File: src/design/sfa_ram.sv
// ----------------------------------------------------------------------------
// sfa_ram
// generic single write, single read memory with registered read data
// ----------------------------------------------------------------------------
module sfa_ram #(
   parameter int WIDTH = 8,
   parameter int DEPTH = 16
) (
   input  logic                       clock,
   input  logic                       wr_en,
   input  logic [$clog2(DEPTH)-1:0]   wr_addr,
   input  logic [WIDTH-1:0]           wr_data,
   input  logic                       rd_en,
   input  logic [$clog2(DEPTH)-1:0]   rd_addr,
   output logic [WIDTH-1:0]           rd_data
);

   logic [WIDTH-1:0] mem_ff [DEPTH];
   logic [WIDTH-1:0] rd_data_ff;

   always_ff @(posedge clock) begin
      if (wr_en) begin
         mem_ff[wr_addr] <= wr_data;
      end
      if (rd_en) begin
         rd_data_ff <= mem_ff[rd_addr];
      end
   end

   assign rd_data = rd_data_ff;

endmodule

File: config.mk
export PLATFORM = sky130hd
export DESIGN_NAME = sfa_ram
export DESIGN_NICKNAME = d
export VERILOG_FILES = /design/src/design/sfa_ram.sv
export SDC_FILE = /design/constraint.sdc
export NUM_CORES = 1
export LEC_CHECK = 0
export ABC_AREA = 1
export BUFFER_PORTS_ARGS = -buffer_cell sky130_fd_sc_hd__buf_2
export CAP_MARGIN = 20
export CORE_MARGIN = 2
export CORE_UTILIZATION = 50
export DETAILED_ROUTE_END_ITERATION = 10
export PLACE_DENSITY = 0.7
export SLEW_MARGIN = 10
export SYNTH_ARGS = -nofsm -noshare
export SYNTH_HDL_FRONTEND = slang
export SYNTH_SLANG_ARGS = --single-unit
File: constraint.sdc
create_clock -name clock -period 1.2 [get_ports clock]
set_input_delay 0.24 -clock clock [delete_from_list [all_inputs] [get_ports clock]]
set_output_delay 0.24 -clock clock [all_outputs]
set_load 0.005 [all_outputs]
# Word-level counts from Yosys, hierarchy flattened
# Memories as Yosys holds them, arrays and structs flattened. A register that Yosys moved wholly into a read port is not among the register bits.
# Index checks and enable logic that the tools add are counted.
# op_classes
mux	2
# ops
op	n
$mux W1	2
# word_totals
inputBits	19
mem_count	1
mem_bits_rw	128
out_inout_bits	8
register_bits	0
# mem_list
memory	depth	width	rd	rd_clocked_by_memory_dff	wr	line_no	text
mem_ff	16	8	1	1	1	18	logic [WIDTH-1:0] mem_ff [DEPTH];

# Longest topological paths before layout
# Gate-level depths: netlist (run 1).
# logic_depth
depth_word	2
depth_mapped	8

# Worst setup path after synthesis (run 1)
# No wires, ideal clock.
# synth_path
kind	input to register
startpoint	input wr_addr[3]
endpoint	memory mem_ff[4][0] (enable)
setup_time_ps	370
arrival_ps	821
stages	2
slack_ps	9
required_time_ps	830
path_cell_list	nand3b_1 nor2_1
# synth_rtl
element	line_no	text
start, declared	11	input logic [$clog2(DEPTH)-1:0] wr_addr,
end, declared	18	
# Straight into the memory's write port.

# Worst setup path in the final report (run 1)
# layout_path
startpoint	register rd_data_ff[4] (netlist: rd_data[4]) (read register of mem_ff)
endpoint	output rd_data[4]
# layout_rtl
element	line_no	text
start, declared	19	logic [WIDTH-1:0] rd_data_ff;
end, declared	15	output logic [WIDTH-1:0] rd_data
# No word-level cell between the ends.

==> flow_summary.toml, run 1 <==
[yosys]
synth_most_common_cell = "nand2_1"
synth_area_leader_cell = "edfxtp_1"
synth-seq-cells = 136
synthCells = 551
ys_seq_area_frac = 0.698
yosys_most_used_dff = "edfxtp_1"
synth_top_area_frac = 0.698
yosysUniqueCellTypes = 11
syn-num-nets = 570
async_reset_ff_frac = 0
syn_area_per_cell_um2 = 10.6
synth_top_cells_by_count = "nand2_1 (173), edfxtp_1 (136), inv_1 (100), nand3_1 (97), nor2_1 (17)"
synth_area_leaders = "edfxtp_1 (70%), nand2_1 (11%), nand3_1 (8.3%)"
synth_edf_count = 136
netlist_area_um2 = 5850
yosys_warnings = 0

[global_route]
grt-ovfl-total = 0
track_usage = 0.226
antenna_found_initial = 0
grt_max_degree = 33
grt_pass1_wl_mm = 20.8
grt_pass1_vias = 3921

[critical_path]
cp_cell_sequence = "buf_2"
r2r_cells = 6
max_stage_delay_ps = 420
critical_path_class = "flip-flop to output pin"
critPathTopFamily = "flip-flops"
critPathArrivalTime_ps = 990
path_depth = 1
crit_slowest_cell = "edfxtp_1"
crit_required_ps = 960
start_kind = "flip-flop"
cp_max_fo = 1
worst-path-buf-inv = 1
critPathCaptureType = "output pin"

[placed_design]
hpwlAfterDp_mm = 8.45
dpl.cell_count = 728
numPortBuffers = 26
place_congestion = 0.940

[detailed_routing]
wl_mm = 13.5
drt_first_pass_iters = 5
viasPerCell = 5.26
num_vias = 3998
ant_nets = 0
drt-initial-drc-count = 325
drcViolationCount = 0
wire_per_inst_um = 17.7

[clock_network]
clockBufferDepth = 2
cts_hold_buf = 0
clkLatencyLatePin_ps = 420
cts.root.buffer_cell = "clkbuf_16"
cts_tree = "done"
h-tree-depth = 4
post_cts_buffers = 0
cts_inserted_buffers = 17
cts.clk_slew.worst_paths_ps = 60
clkSinkCount = 136

[finish]
fin_nets = 623
final_layout_size_suffix_gt1_frac = 0.151
n_antenna_cell = 0
areaGrowthSynthToFinish_pct = 18.1
final_cells = 760

[die]
core_um2 = 11400
die_area_um2 = 12600
num_rows = 39
die_h_um = 112
ios = 27
die_w_um = 112
start_util = 0.512

[sta]
fin_crit_sh = 1.03
skew_ps = 9.40
setup_viol = 4
slew_headroom = 0.592
finalMaxSlewViolations = 0
rsz0062_at_grt = "true"
worst_slack_ps = -35.0
finalHoldViolations = 0
fin_crit_ps = 1230
clock.fmax_mhz = 810
worstMarginPinSlew_ps = 611

[pwr]
p_leak_nw = 3.02
ir_worst_vdd_uv = 1460
p_per_area_nw_per_um2 = 1670
finalPower_w = 0.0115

[run]
cap_violations = 0

[hold_path]
min_path_cells = 1
min_path_type = "input pin to flip-flop"

[outcome]
status = "complete, but fails checks"
violations = "negative setup slack"
==> placed cells by master, fill, tap and decap left out <==
| cell | synthesis | final |
|---|---|---|
| buf_2 | 13 | 26 |
| nor2_1 | 17 | 17 |
| bufinv_16 | 0 | 5 |
| inv_2 | 2 | 2 |
| nand3b_1 | 2 | 2 |
| edfxtp_1 | 136 | 136 |
| nand2_1 | 173 | 173 |
| buf_12 | 0 | 1 |
| buf_4 | 4 | 31 |
| clkinv_2 | 0 | 2 |
| clkinv_1 | 0 | 6 |
| nand3_2 | 0 | 9 |
| clkbuf_16 | 0 | 17 |
| clkbuf_1 | 0 | 2 |
| nand3_1 | 97 | 88 |
| inv_1 | 100 | 100 |
==> registers in the layout (all words and copies together), names as in the netlist <==
signal / flops
mem_ff: 128
rd_data: 8
==> cell type report <==
cell class              instances  area, um2
fillers                       919       4520
flip-flops and latches        136       4080
multi-input cells             289       1260
clock buffers                  19        433
repair buffers                 58        383
inverters                     102        383
clock inverters                13        183
well taps                     143        179
==> logic make-up (layout without fill, tap and decap cells) <==
family,Yosys count,in the layout,share of synthesized area
buffers and inverters,126,192,0.0939
flip-flops,136,136,0.698
AND/OR/NAND/NOR,289,289,0.208
==> stage by stage <==
| stage | hold WS (ps) | setup slack [ps] | area (um2) | util | setup TNS (ps) |
|---|---|---|---|---|---|
| after global routing | 180 | -59.4 | 6900 | 0.605 | -221 |
| after floorplan | 339 | 9.16 | 5850 | - | 0 |
| after detailed placement | 613 | -281 | 6240 | 0.547 | -5690 |
| after global placement | 605 | -242 | 6240 | 0.547 | -3370 |
| after CTS | 167 | -53.4 | 6860 | 0.601 | -144 |
| final | 186 | -35.0 | 6900 | 0.605 | -86.3 |
==> timing repair <==
item / CTS / global route
pin swaps: 0 / 1
resized for setup: 0 / 9
endpoints found under the hold margin: 0 / 0
endpoints found under the setup margin: 5 / 10
==> report_power, final <==
part	internal, W	switching [W]	leakage, nW	total (W)
Combinational	0.000213	0.000476	1.48	0.000689
Clock	0.00363	0.00182	0.300	0.00545
Sequential	0.00536	0.0000324	1.24	0.00539
==> worst paths after layout <==
path                                              start              endpoint  slack, ps
worst max-delay path               rd_data[4]$_DFFE_PP_            rd_data[4]        -30
worst min-delay path                              rd_en  rd_data[3]$_DFFE_PP_        190
worst max register to register   mem_ff[9][5]$_DFFE_PP_  rd_data[5]$_DFFE_PP_         50
worst min register to register  mem_ff[12][1]$_DFFE_PP_  rd_data[1]$_DFFE_PP_        740
==> routing by layer <==
metal,track usage,wire length (um),vias up
li1,-,-,1886
met1,0.294,5760,1892
met2,0.362,6600,192
met3,0.0626,808,28
met4,0.0943,299,0
met5,0,0,-
No activity file was read; power rests on OpenSTA's default activity.
==> run 2: changes to the inputs <==
--- a/config.mk
+++ b/config.mk
@@ -11,7 +11,7 @@
 export CORE_MARGIN = 2
 export CORE_UTILIZATION = 50
 export DETAILED_ROUTE_END_ITERATION = 10
-export PLACE_DENSITY = 0.7
+export PLACE_DENSITY = 0.67
 export SLEW_MARGIN = 10
 export SYNTH_ARGS = -nofsm -noshare
 export SYNTH_HDL_FRONTEND = slang
==> constraint.sdc (replaced) <==
create_clock -name clock -period 1.6 [get_ports clock]
set_input_delay 0.32 -clock clock [delete_from_list [all_inputs] [get_ports clock]]
set_output_delay 0.32 -clock clock [all_outputs]
set_load 0.005 [all_outputs]
==> run 2 against run 1 <==
The run now ends clean. Wire length down 5.4%. Sequential share of layout area up 1.2 points. Utilization down 1.2 points. Final cell count down 1.1%. Worst hold slack better by 93 ps. Combinational power down 30%. Via count down 2.9%. Non-clock buffer count down 8. Worst setup slack better by 330 ps. Critical path depth unchanged. Clock skew down 1.5 ps.
==> flow_summary.toml, run 2 (same netlist as run 1, synthesis figures left out) <==
[clock_network]
post_cts_buffers = 0
cts_hold_buf = 0
cts_tree = "done"
cts.root.buffer_cell = "clkbuf_16"
h-tree-depth = 4
clkLatencyLatePin_ps = 410
cts_inserted_buffers = 17
clockBufferDepth = 2
clkSinkCount = 136
postCtsResizedCells = 0
cts.clk_slew.worst_paths_ps = 60

[detailed_routing]
drcViolationCount = 0
num_vias = 3882
ant_nets = 0
drt_first_pass_iters = 5
wl_mm = 12.7
wire_per_inst_um = 16.9
viasPerCell = 5.16
drt-initial-drc-count = 297

[critical_path]
critPathCaptureType = "output pin"
critPathTopFamily = "flip-flops"
path_depth = 1
crit_slowest_cell = "edfxtp_1"
critPathArrivalTime_ps = 980
worst-path-buf-inv = 1
cp_cell_sequence = "buf_2"
start_kind = "flip-flop"
r2r_cells = 6
max_stage_delay_ps = 420
cp_max_fo = 1
critical_path_class = "flip-flop to output pin"
crit_required_ps = 1280

[sta]
finalMaxSlewViolations = 0
hold_slack_ps = 279
setup_viol = 0
fin_crit_sh = 0.814
fin_crit_ps = 1300
skew_ps = 7.90
tns_ps = 0
rsz0062_at_grt = "false"
clock.fmax_mhz = 767
finalHoldViolations = 0
worstMarginPinSlew_ps = 620
slew_headroom = 0.586

[finish]
final_layout_size_suffix_gt1_frac = 0.128
fin_area_um2 = 6760
fin_nets = 615
nFillCells = 969
final_util = 0.592
final_cell_mix = "nand2_1 (173), edfxtp_1 (136), inv_1 (100)"
regArea_um2 = 4080
final_cells = 752
final_common_cell = "nand2_1"
top_register = "mem_ff"
largest_reg_flops = 128
n_antenna_cell = 0
multi_input_area_um2 = 1210
areaGrowthSynthToFinish_pct = 15.7

[hold_path]
min_path_cells = 1
min_path_type = "input pin to flip-flop"

[die]
die_w_um = 112
start_util = 0.512
num_rows = 39
die_area_um2 = 12600
ios = 27
die_h_um = 112
core_um2 = 11400

[pwr]
clock_power_share = 0.453
p_leak_nw = 2.95
p_comb_frac = 0.058
p_per_area_nw_per_um2 = 1220
netSwitchingFraction = 0.205
p_seq_frac = 0.488
ir_worst_vdd_uv = 583
p_int_w = 0.00657
p_sw_w = 0.00170

[placed_design]
numPortBuffers = 26
dpl_cell_area_um2 = 6190
dpl.cell_count = 720
hpwlAfterDp_mm = 7.99
place_congestion = 0.856

[run]
cap_violations = 0

[global_route]
grt_pass1_vias = 3855
grt_max_degree = 34
track_usage = 0.217
grt_pass1_wl_mm = 20.3
grt-ovfl-total = 0
antenna_found_initial = 0

[outcome]
status = "finished clean"
[run 2: cell count changes in the layout (fill, tap and decap cells not counted), sizes merged]
cell    before  now
clkinv       8   10
buf         58   50
bufinv       5    3
[run 2: layout make-up]
class	instances	share of cell area
clock buffer	19	0.0640
clock inverter	13	0.0200
inverter	102	0.0566
multi-input combinational	289	0.179
sequential	136	0.604
tap	143	0.0265
timing repair buffer	50	0.0496
[run 2: path summary, 6_finish.rpt]
path                                 from                    to  slack, ps
setup / recovery     rd_data[4]$_DFFE_PP_            rd_data[4]        300
hold / removal                      rd_en  rd_data[3]$_DFFE_PP_        280
setup reg to reg  mem_ff[13][4]$_DFFE_PP_  rd_data[4]$_DFFE_PP_        430
hold reg to reg   mem_ff[12][2]$_DFFE_PP_  rd_data[2]$_DFFE_PP_        740
[run 2: routing by layer]
| layer | GRT usage | vias to the layer above | share of wire |
|---|---|---|---|
| met4 | 0.0789 | 0 | 0.022 |
| met5 | 0 | - | 0 |
| met3 | 0.0524 | 23 | 0.058 |
| met1 | 0.280 | 1864 | 0.42 |
| li1 | - | 1870 | - |
| met2 | 0.362 | 125 | 0.50 |
[run 2: stage by stage]
step                      power, W  setup slack (ps)
after floorplan            0.00439               329
after global placement     0.00458              41.3
after detailed placement   0.00459              14.5
after CTS                  0.00832               281
after global routing       0.00856               252
final                      0.00827               297
[run 2: power groups by stage]
stage	sequential, W	clock (W)	combinational, W
floorplan	0.00411	0	0.000281
global placement	0.00411	0	0.000473
detailed placement	0.00411	0	0.000483
CTS	0.00404	0.00380	0.000486
global route	0.00404	0.00398	0.000538
finish	0.00404	0.00375	0.000482
==> run 3: changes to the inputs <==
==> constraint.sdc (replaced) <==
create_clock -name clock -period 1.3 [get_ports clock]
set_input_delay 0.26 -clock clock [delete_from_list [all_inputs] [get_ports clock]]
set_output_delay 0.26 -clock clock [all_outputs]
set_load 0.005 [all_outputs]
==> run 3 against run 2 <==
Power grew 27%. Combinational power increased by 34%. Utilization grew 1.7 points. Wire length is 3.5% lower. Clock skew is 2.5 ps higher. Sequential power grew 23%. Highest routed layer unchanged.
==> flow_summary.toml, run 3 (same netlist as run 1, synthesis figures left out) <==
[outcome]
status = "finished clean"

[pwr]
p_leak_nw = 3.03
p_sw_w = 0.00213
p_int_w = 0.00836
p_comb_frac = 0.061
finalPower_w = 0.0105
ir_worst_vdd_uv = 863
clock_power_share = 0.465
p_per_area_nw_per_um2 = 1510
p_seq_frac = 0.473
netSwitchingFraction = 0.203

[critical_path]
max_stage_delay_ps = 410
cp_cell_sequence = "buf_2"
critPathCaptureType = "output pin"
critPathArrivalTime_ps = 970
critPathTopFamily = "flip-flops"
critical_path_class = "flip-flop to output pin"
worst-path-buf-inv = 1
start_kind = "flip-flop"
crit_slowest_cell = "edfxtp_1"
crit_required_ps = 1040
r2r_cells = 6
path_depth = 1
cp_max_fo = 1

[die]
die_w_um = 112
die_area_um2 = 12600
ios = 27
core_um2 = 11400
num_rows = 39
start_util = 0.512
die_h_um = 112

[sta]
fin_crit_ps = 1230
setup_viol = 0
fin_crit_sh = 0.944
rsz0062_at_grt = "false"
finalHoldViolations = 0
skew_ps = 10.4
finalMaxSlewViolations = 0
clock.fmax_mhz = 815
slew_headroom = 0.723
worstMarginPinSlew_ps = 416

[finish]
top_register = "mem_ff"
largest_reg_flops = 128
final_cell_mix = "nand2_1 (173), edfxtp_1 (136), inv_1 (100)"
fin_area_um2 = 6960
areaGrowthSynthToFinish_pct = 19.0
n_antenna_cell = 0
fin_nets = 627
final_common_cell = "nand2_1"
final_layout_size_suffix_gt1_frac = 0.148
final_cells = 764

[detailed_routing]
wl_mm = 12.3
ant_nets = 0
num_vias = 3883
viasPerCell = 5.08
wire_per_inst_um = 16.1
drcViolationCount = 0
drt_first_pass_iters = 5
drt-initial-drc-count = 283

[clock_network]
cts_tree = "done"
cts.clk_slew.worst_paths_ps = 60
clkLatencyLatePin_ps = 420
postCtsResizedCells = 0
clkSinkCount = 136
post_cts_buffers = 0
clockBufferDepth = 2
cts.root.buffer_cell = "clkbuf_16"
h-tree-depth = 4
cts_hold_buf = 0
cts_inserted_buffers = 17

[global_route]
grt_max_degree = 34
track_usage = 0.208
grt-ovfl-total = 0
antenna_found_initial = 0
grt_pass1_vias = 3765
grt_pass1_wl_mm = 19.3

[placed_design]
dpl.cell_count = 732
place_congestion = 0.832
numPortBuffers = 26
hpwlAfterDp_mm = 8.07
dpl_cell_area_um2 = 6350

[hold_path]
min_path_cells = 1
min_path_type = "input pin to flip-flop"

[run]
cap_violations = 0
## run 3: changes by cell type in the layout (fill, tap and decap cells not counted), sizes merged
cell	before	now
clkinv	10	5
buf	50	62
inv	102	103
bufinv	3	4
clkinvlp	0	3
## run 3: area by class of cell
class                      instances  area (um2)
fill                             924        4460
multi-input combinational        289        1210
tap                              143         179
clock inverter                    13         178
timing repair buffer              62         488
inverter                         102         383
sequential                       136        4080
clock buffer                      19         433
## run 3: metal layers
layer	up-vias	share of wire	GRT usage
met5	-	0	0
met4	0	0.018	0.0764
met3	17	0.073	0.0691
met2	144	0.50	0.340
met1	1829	0.41	0.261
li1	1893	-	-
## run 3: path summary, 6_finish.rpt
kind                           start                    to  slack, ps
max reg2reg   mem_ff[4][4]$_DFFE_PP_  rd_data[4]$_DFFE_PP_        180
min                            rd_en  rd_data[2]$_DFFE_PP_        210
max             rd_data[1]$_DFFE_PP_            rd_data[1]         70
min reg2reg  mem_ff[12][5]$_DFFE_PP_  rd_data[5]$_DFFE_PP_        740
## run 3: through the flow
| stage | setup TNS [ps] | hold slack [ps] | setup slack, ps | utilization |
|---|---|---|---|---|
| final | 0 | 209 | 73.0 | 0.609 |
| after floorplan | 0 | 359 | 89.2 | - |
| after detailed placement | -924 | 626 | -145 | 0.556 |
| after CTS | 0 | 192 | 75.6 | 0.609 |
| after global routing | 0 | 197 | 40.3 | 0.609 |
| after global placement | -668 | 632 | -145 | 0.556 |
## run 3: power by group through the flow
stage / clock network (W) / logic [W] / registers [W]
2_1_floorplan: 0 / 0.000346 / 0.00506
3_3_place_gp: 0 / 0.000632 / 0.00505
3_5_place_dp: 0 / 0.000643 / 0.00506
4_1_cts: 0.00494 / 0.000647 / 0.00497
5_1_grt: 0.00515 / 0.000718 / 0.00497
6_report: 0.00488 / 0.000644 / 0.00497
